**config.mk**
```make
export PLATFORM = sky130hd
export DESIGN_NAME = tbfb_hash_mod
export DESIGN_NICKNAME = d
export VERILOG_FILES = /design/src/hw/rtl/tbfb_pkg.sv /design/src/hw/rtl/tbfb_hash_mod.sv
export SDC_FILE = /design/constraint.sdc
export NUM_CORES = 1
export LEC_CHECK = 0
export BUFFER_PORTS_ARGS = -buffer_cell sky130_fd_sc_hd__buf_2
export CAP_MARGIN = 20
export CORE_MARGIN = 8
export CORE_UTILIZATION = 40
export DETAILED_ROUTE_END_ITERATION = 7
export MAX_ROUTING_LAYER = met4
export PLACE_DENSITY_LB_ADDON = 0.05
export SETUP_SLACK_MARGIN = 0.4
export SLEW_MARGIN = 20
export SYNTH_ARGS = -nofsm -noshare
export SYNTH_HDL_FRONTEND = slang
export SYNTH_SLANG_ARGS = --single-unit
```
**constraint.sdc**
```tcl
create_clock -name clk -period 0.85 [get_ports clk]
set_input_delay 0.17 -clock clk [delete_from_list [all_inputs] [get_ports clk]]
set_output_delay 0.17 -clock clk [all_outputs]
set_load 0.05 [all_outputs]
```
**src/hw/rtl/tbfb_pkg.sv**
```systemverilog
// shared types, constants and the delimiter function of the token bloom filter builder
package tbfb_pkg;

  localparam int BYTE_W = 8;
  localparam int IDX_W  = 7;
  localparam int HASH_W = 32;
  localparam int WORD_W = 64;
  localparam int BIT_W  = 6;

  typedef logic [HASH_W-1:0] hash_t;
  typedef logic [WORD_W-1:0] word_t;

  typedef enum logic [1:0] {
    OP_DATA  = 2'd0,
    OP_END   = 2'd1,
    OP_READ  = 2'd2,
    OP_CLEAR = 2'd3
  } op_t;

  localparam hash_t DJB_INIT  = 32'd5381;
  localparam hash_t FNV_INIT  = 32'd2166136261;
  localparam hash_t FNV_PRIME = 32'd16777619;
  localparam hash_t SDBM_INIT = 32'd0;

  function automatic logic is_delim(input logic [BYTE_W-1:0] c);
    return c == 8'h20 || c == 8'h22 || c == 8'h3a || c == 8'h0a || c == 8'h0d ||
           c == 8'h09 || c == 8'h2c || c == 8'h7b || c == 8'h7d || c == 8'h5b ||
           c == 8'h5d;
  endfunction

endpackage

```
**src/hw/rtl/tbfb_hash_mod.sv**
```systemverilog
// three-stage pipeline that reduces a 32-bit hash modulo the filter size
module tbfb_hash_mod #(
  parameter int BLOOM_BITS = 8192
) (
  input  logic                          clk,
  input  logic                          rst,
  input  logic                          flush,
  input  logic                          in_vld,
  input  tbfb_pkg::hash_t               hash,
  output logic                          busy,
  output logic                          out_vld,
  output logic [$clog2(BLOOM_BITS)-1:0] bit_idx
);
  import tbfb_pkg::*;

  localparam int NW = $clog2(BLOOM_BITS);
  localparam longint unsigned RECIP_L = (64'd1 << HASH_W) / 64'(BLOOM_BITS);
  localparam int RW = $clog2(RECIP_L + 1);
  localparam int PW = HASH_W + RW;
  localparam logic [RW-1:0] RECIP = RW'(RECIP_L);
  localparam logic [NW:0] DIV = (NW+1)'(BLOOM_BITS);

  logic          v1, v2;
  hash_t         x1, x2, p2;
  logic [PW-1:0] p1;
  logic [RW-1:0] q;
  logic [NW:0]   rem, rem_adj;

  // quotient estimate is low by at most one
  assign q       = p1[PW-1:HASH_W];
  assign rem     = (NW+1)'(x2 - p2);
  assign rem_adj = (rem >= DIV) ? rem - DIV : rem;
  assign busy    = v1 || v2 || out_vld;

  always_ff @(posedge clk) begin
    if (rst || flush) begin
      v1      <= 1'b0;
      v2      <= 1'b0;
      out_vld <= 1'b0;
    end else begin
      v1      <= in_vld;
      v2      <= v1;
      out_vld <= v2;
    end
  end

  always_ff @(posedge clk) begin
    x1      <= hash;
    p1      <= PW'(hash) * PW'(RECIP);
    x2      <= x1;
    p2      <= HASH_W'(64'(q) * 64'(BLOOM_BITS));
    bit_idx <= NW'(rem_adj);
  end

endmodule

```
# After elaboration in Yosys (flattened, before gate mapping)
# Index checks and enable logic that the tools add are counted.
# W data, S select, Z words.
[totals]
ff_bits = 45
latch_bits = 0
mem_bits_rw = 0
romBits = 0
input_bits = 36
output_inout_bits = 15
n_memories = 0
[classes]
addsub = 2
multipliers = 0
div_mod_pow = 0
magnitude_cmp = 1
n_eq_ne = 0
shifts = 0
muxes = 1
bitwise = 0
reduce_logical = 3
[op_table]
columns = ["cell", "n"]
rows = [
  ["$ge A14 B14 Y1 const B", 1],
  ["$sub A14 B14 Y14", 1],
  ["$mux W13", 1],
  ["$sub A13 B1 Y13 const B", 1],
  ["$logic_or A1 B1 Y1", 3],
]

# Logic depth before layout (Yosys ltp)
# Gate-level depths: netlist of run 1.
[depth]
word_depth = 3
depth_mapped = 1
mapped_depth_nobuf = 1

# Worst setup path before layout of run 1
# No wires, ideal clock.
[synth_path]
path_kind = "flip-flop to output port"
start = "register out_vld"
end = "output port busy"
arrival_time_ns = 1.101
t_required_ns = 0.680
path_slack_ns = -0.421
stages_incl_launch_ff = 2
n_path_buf = 0
path_cell_list = "dfxtp_1 > or3_1"
[synth_between]
elab_chain_cells = 1
[synth_lines]
columns = ["item", "line", "rtl"]
rows = [
  ["start: declaration", "tbfb_hash_mod.sv:11", "output logic out_vld,"],
  ["start signal: assignment", "tbfb_hash_mod.sv:43", "out_vld <= v2;"],
  ["$logic_or A1 B1 Y1", "tbfb_hash_mod.sv:33", "assign busy = v1 || v2 || out_vld;"],
  ["end: declaration", "tbfb_hash_mod.sv:10", "output logic busy,"],
]
# Every way passes these cells.

# Worst setup path in the final report of run 1
[layout_path]
start = "register v1"
end = "output port busy"
[layout_between]
elab_chain_cells = 2
[layout_lines]
columns = ["item", "line", "rtl"]
rows = [
  ["start: declaration", "tbfb_hash_mod.sv:23", "logic v1, v2;"],
  ["start signal: assignment", "tbfb_hash_mod.sv:41", "v1 <= in_vld;"],
  ["$logic_or A1 B1 Y1 (2 in a row)", "tbfb_hash_mod.sv:33", ""],
]
# Every way passes these cells.

==> results of run 1 <==
-- cell type report --
type / instances / area, um^2
sequential: 42 / 895
fill: 155 / 773
timing repair buffer: 31 / 302
multi-input combinational: 4 / 43.8
clock buffer: 6 / 41.3
clock inverter: 2 / 37.5
tap: 28 / 35.0
-- per-stage QoR --
step / utilization [%] / instances / TNS (ns)
floorplan: - / 46 / -0.134
global placement: 52.5 / 105 / -0.180
detailed placement: 52.5 / 105 / -0.181
CTS: 63.6 / 113 / -2.83
global route: 63.6 / 113 / -3.08
finish: 63.6 / 113 / -2.47
-- placed cells by master, fill, tap and decap left out --
cell type	instances
bufinv_16	1
dfxtp_1	27
dfxtp_4	14
buf_6	1
or3_4	1
clkbuf_1	1
nor3b_2	2
clkinvlp_4	1
nor3b_1	1
dfxtp_2	1
buf_2	16
clkbuf_4	5
buf_8	14
-- state kept, by name, summed over array words and instances, names as in the netlist --
signal and count:
bit_idx 13, p1 13, x2 13, out_vld 1, v1 1, v2 1
-- logic make-up after synthesis --
logic type	count (synthesis)	synth area share, %
DFF	42	96.7
and+or+nand+nor	4	3.31
-- routing by layer --
layer,track usage (%),share of wire (%)
met1,4.24,31
met2,12.5,60
met3,4.12,7.8
met4,5.13,1.4
met5,-,0
-- Yosys cell counts --
cell / n / area share, %
dfxtp_1: 42 / 97
nor3b_1: 3 / 2.6
or3_1: 1 / 0.72
-- how the worst max path moves through the flow --
stage                     startpoint   end  depth (start not counted)
after floorplan              out_vld  busy                          1
after global placement            v1  busy                          2
after detailed placement          v1  busy                          2
after CTS                         v1  busy                          2
after global routing              v1  busy                          2
final                             v1  busy                          2
-- power groups by stage --
stage,combinational (uW),sequential (uW),clock [uW]
after CTS,279,2080,1230
after global placement,206,2110,0
final,277,2080,1170
after floorplan,17.0,2230,0
after detailed placement,208,2110,0
after global routing,286,2090,1290
-- timing repair --
item / CTS / global route
hold endpoints to repair: 13 / 13
endpoints found under the setup margin: 17 / 17
resized for setup: 47 / 0
-- critical path, cell delays in order, from the launching register on --
cell and delay [ns]:
dfxtp_1 0.32, or3_4 0.37, buf_6 0.16
==> impl_metrics.ini, run 1 <==
[setup_path]
critPathKind = reg -> out
cp-start-kind = register
critical_path_required_ns = 0.68
critical_path_arrival_ns = 1.17
cp-end-kind = output pin
worstReg2RegEnd = out_vld
worst_r2r_startpoint = v2
worst-r2r-setup-slack_ns = 0.29
critical_path_peak_fanout = 2
worstRegToRegCells = 1

[synthesis]
postSynthCellCount = 46
synth_sequential_area_ratio_pct = 96.7
synth.ff_latch_count = 42
post_synth.cell_area_avg_um2 = 18.9
mappedNetlistArea_um2 = 870
synthesis.nets = 82
synth.yosys.warnings = 0
count_of_different_cell_masters_after_synthesis = 3

[cells_and_area]
final_nets = 120
synthToLayoutAreaGrowth_pct = 55.7
diodes = 0
final_cell_area_mm2 = 0.00135
layout-drive-gt1-share_pct = 65.9

[die]
fp-row-count = 17
ios = 51
core_area_mm2 = 0.00213
initial_core_util_pct = 40.9
chipHeight_um = 62.6
dieArea_mm2 = 0.00392
dieWidth_um = 62.6

[power]
p_clk_share_pct = 33.2
switching_share_pct = 20.9
powerDensity_mw_per_mm2 = 2610
fin_total_pwr_uw = 3530
pwr-share-seq_pct = 59.0
vdd.ir_drop.worst_mv = 1.76
net_load_switching_power_uw = 738
power_report.internal_total_uw = 2790
power.static_leakage_uw = 0.000581
comb_power_share_pct = 7.8

[clock_network]
clock_insertion_delay_worst_skew_ns = 0.32
cts_tree = yes
cts_setup_buffers = 0
root_buffer_master = clkbuf_4
cts_sinks = 42
clk_transition_reported_paths_ns = 0.11
clk_buf_depth = 2
cts-buffers-inserted = 5
cts-htree-levels = 2

[sta]
final_critical_path_setup_slack_ns = -0.492
period_minus_ws_final_ns = 1.34
timing.hold.ws_ns = -0.0607
final_max_slew_viol_count = 0
rsz0062_at_grt = yes
timing.fmax_mhz = 745
final_hold_vio_count = 13
worst-slew-pin-transition_ns = 0.143
finalClockSkew_ns = 0.00220
min_period_over_period_pct = 158
finalSetupViolations = 15
max_slew_margin_pct = 90.4

[route]
avgViaCountPerCell = 4.01
final_antenna_net_count = 0
number_of_drc_markers_after_the_initial_detailed_route_iteration = 4
routedWlPerCell_um = 11.1
drcViolationCount = 0
detailroute.via_count = 453
detailedRoute.firstPassIterationCount = 3
postRouteWirelength_um = 1250

[outcome]
run_status = finished, violations left
failing_checks = hold timing, setup timing

[placement]
globalplace.congestion = 0.586
preCtsSetupSlack_ns = -0.181
io_buffer_count = 31
dpl_cell_area_mm2 = 0.00112

[global_route]
grt_pass1_vias = 491
gr-total-overflow = 0
grt_pass1_wl_um = 1940
antenna_found_initial = 0
grt.total_usage_pct = 6.78
largest_net_degree_at_the_start_of_global_routing = 14

[hold_path]
timing.hold.worst.class = in -> reg
startpoint_of_the_worst_hold_path = hash[8]
whs_path_depth = 1
min_to = p1[27]

[flow_run]
max-cap-violations = 0
(Power assumes the default switching activity.)
==> run 2: changes to the inputs <==
- CORE_UTILIZATION: 40 -> 36
- CTS_BUF_LIST: default -> sky130_fd_sc_hd__clkbuf_8
==> run 2 against run 1 <==
Against the previous run: non-clock buffer count did not move; count of clock-buffer cells in the layout shrank 1; total power increased by 8.0%; global-route usage shrank 0.64 points; critical path depth stayed put; cell count grew 1.8%; wire length down 7.3%; highest routed layer unchanged; maximum frequency rose by 3.8%; the flow still finishes with violations (hold timing, setup timing); critical path type unchanged; sequential power about the same; critical endpoint unchanged; register-to-register slack about the same; largest cell class unchanged.
==> impl_metrics.ini, run 2 (same netlist as run 1, synthesis figures left out) <==
[setup_path]
worst_r2r_startpoint = v2
worst-r2r-setup-slack_ns = 0.29
worst-path-stages = 2
critical_path_arrival_ns = 1.12
critical_path_peak_fanout = 2
startpoint = v1
cp-end-kind = output pin
timing.critical_path.slowest_stage_cell = or3_4
critical-path-top-delay-family = simple AND/OR/NAND/NOR gates
cp-start-kind = register
critical_path_required_ns = 0.68
worstReg2RegEnd = out_vld
worstRegToRegCells = 1
critPathBufInv = 1
cp_slowest_stage_delay_ns = 0.38
critical_path.endpoint = busy
cp_cell_sequence = or3_4 -> buf_6
critPathKind = reg -> out

[cells_and_area]
layout-drive-gt1-share_pct = 65.9
final-seq-area_um2 = 895
layout_common_cells = 27 x dfxtp_1, 16 x buf_2, 14 x dfxtp_4, 14 x buf_8, 5 x clkbuf_8
registers_with_the_highest_flip_flop_counts = bit_idx: 13 flops, p1: 13 flops, x2: 13 flops
diodes = 0
multiInputGateArea_um2 = 43.8
final_nets = 120
final_common_cell = dfxtp_1
nFillCells = 202
synthToLayoutAreaGrowth_pct = 59.6
layoutNonFillerInstCount = 115

[flow_run]
max-cap-violations = 0

[global_route]
gr-total-overflow = 0
antenna_found_initial = 0
grt_pass1_vias = 455
largest_net_degree_at_the_start_of_global_routing = 14
grt.total_usage_pct = 6.14
grt_pass1_wl_um = 1800

[route]
postRouteWirelength_um = 1160
avgViaCountPerCell = 3.78
detailroute.via_count = 435
detailedRoute.firstPassIterationCount = 3
routedWlPerCell_um = 10.1
final_antenna_net_count = 0
drcViolationCount = 0
number_of_drc_markers_after_the_initial_detailed_route_iteration = 8

[power]
power_report.internal_total_uw = 3030
vdd.ir_drop.worst_mv = 1.67
power.static_leakage_uw = 0.000598
pwr-share-seq_pct = 54.6
comb_power_share_pct = 7.3
switching_share_pct = 20.4
powerDensity_mw_per_mm2 = 2750
fin_total_pwr_uw = 3810
net_load_switching_power_uw = 777
p_clk_share_pct = 38.1

[sta]
period_minus_ws_final_ns = 1.29
max_slew_margin_pct = 90.1
timing.fmax_mhz = 774
min_period_over_period_pct = 152
final_critical_path_setup_slack_ns = -0.442
finalSetupViolations = 15
timing.hold.ws_ns = -0.0131
final_max_slew_viol_count = 0
rsz0062_at_grt = yes
finalClockSkew_ns = 0.00347
worst-slew-pin-transition_ns = 0.148
final_hold_vio_count = 13

[die]
core_area_mm2 = 0.00239
initial_core_util_pct = 36.4
ios = 51
chipHeight_um = 65.1
dieWidth_um = 65.1
dieArea_mm2 = 0.00424
fp-row-count = 18

[placement]
hpwl_um = 837
globalplace.congestion = 0.600
io_buffer_count = 31
placed_cells = 107

[hold_path]
timing.hold.worst.class = in -> reg

[outcome]
failing_checks = hold timing, setup timing
run_status = finished, violations left

[clock_network]
root_buffer_master = clkbuf_8
clk_transition_reported_paths_ns = 0.07
clock_insertion_delay_worst_skew_ns = 0.28
cts-htree-levels = 2
cts-buffers-inserted = 5
clk_buf_depth = 2
cts_tree = yes
cts_setup_buffers = 0
cts_sinks = 42
==> run 2: worst min-delay path by stage <==
stage / start / endpoint / cells after the start
6_report: hash[3] / p1[22] / 1
5_1_grt: hash[5] / p1[24] / 1
4_1_cts: hash[12] / p1[31] / 1
3_5_place_dp: hash[12] / p1[31] / 1
3_3_place_gp: hash[12] / p1[31] / 1
2_1_floorplan: hash[0] / p1[19] / 0
==> run 2: what timing repair did <==
action	CTS	global route
gates resized for setup	47	0
endpoints found under the hold margin	13	13
endpoints found under the setup margin	17	17
==> run 2: cell type report <==
type / instances / area share, %
clock inverters: 3 / 2.98
multi-input cells: 4 / 3.16
repair buffers: 31 / 21.7
well taps: 30 / 2.71
flip-flops and latches: 42 / 64.5
clock buffers: 5 / 4.96
==> run 2: per-stage QoR <==
stage | area, um^2 | setup TNS (ns) | setup slack, ns | utilization [%]
2_1_floorplan | 927 | -0.134 | -0.134 | -
3_3_place_gp | 1120 | -0.180 | -0.180 | 46.9
3_5_place_dp | 1120 | -0.193 | -0.193 | 46.9
4_1_cts | 1390 | -1.83 | -0.460 | 58.1
5_1_grt | 1390 | -2.04 | -0.478 | 58.1
6_report | 1390 | -1.61 | -0.442 | 58.1
==> run 2: metal layers <==
metal	global-route usage, %	vias up	share of wire (%)
met2	10.4	20	52
met3	4.08	5	9.6
met5	-	-	0
met4	4.90	0	1.6
met1	4.30	190	36
li1	-	220	-
==> run 2: power by group through the flow <==
| stage | Combinational, uW | Clock [uW] | Sequential [uW] |
|---|---|---|---|
| floorplan | 17.0 | 0 | 2230 |
| global placement | 208 | 0 | 2110 |
| detailed placement | 208 | 0 | 2110 |
| CTS | 279 | 1510 | 2080 |
| global route | 284 | 1600 | 2090 |
| finish | 278 | 1450 | 2080 |
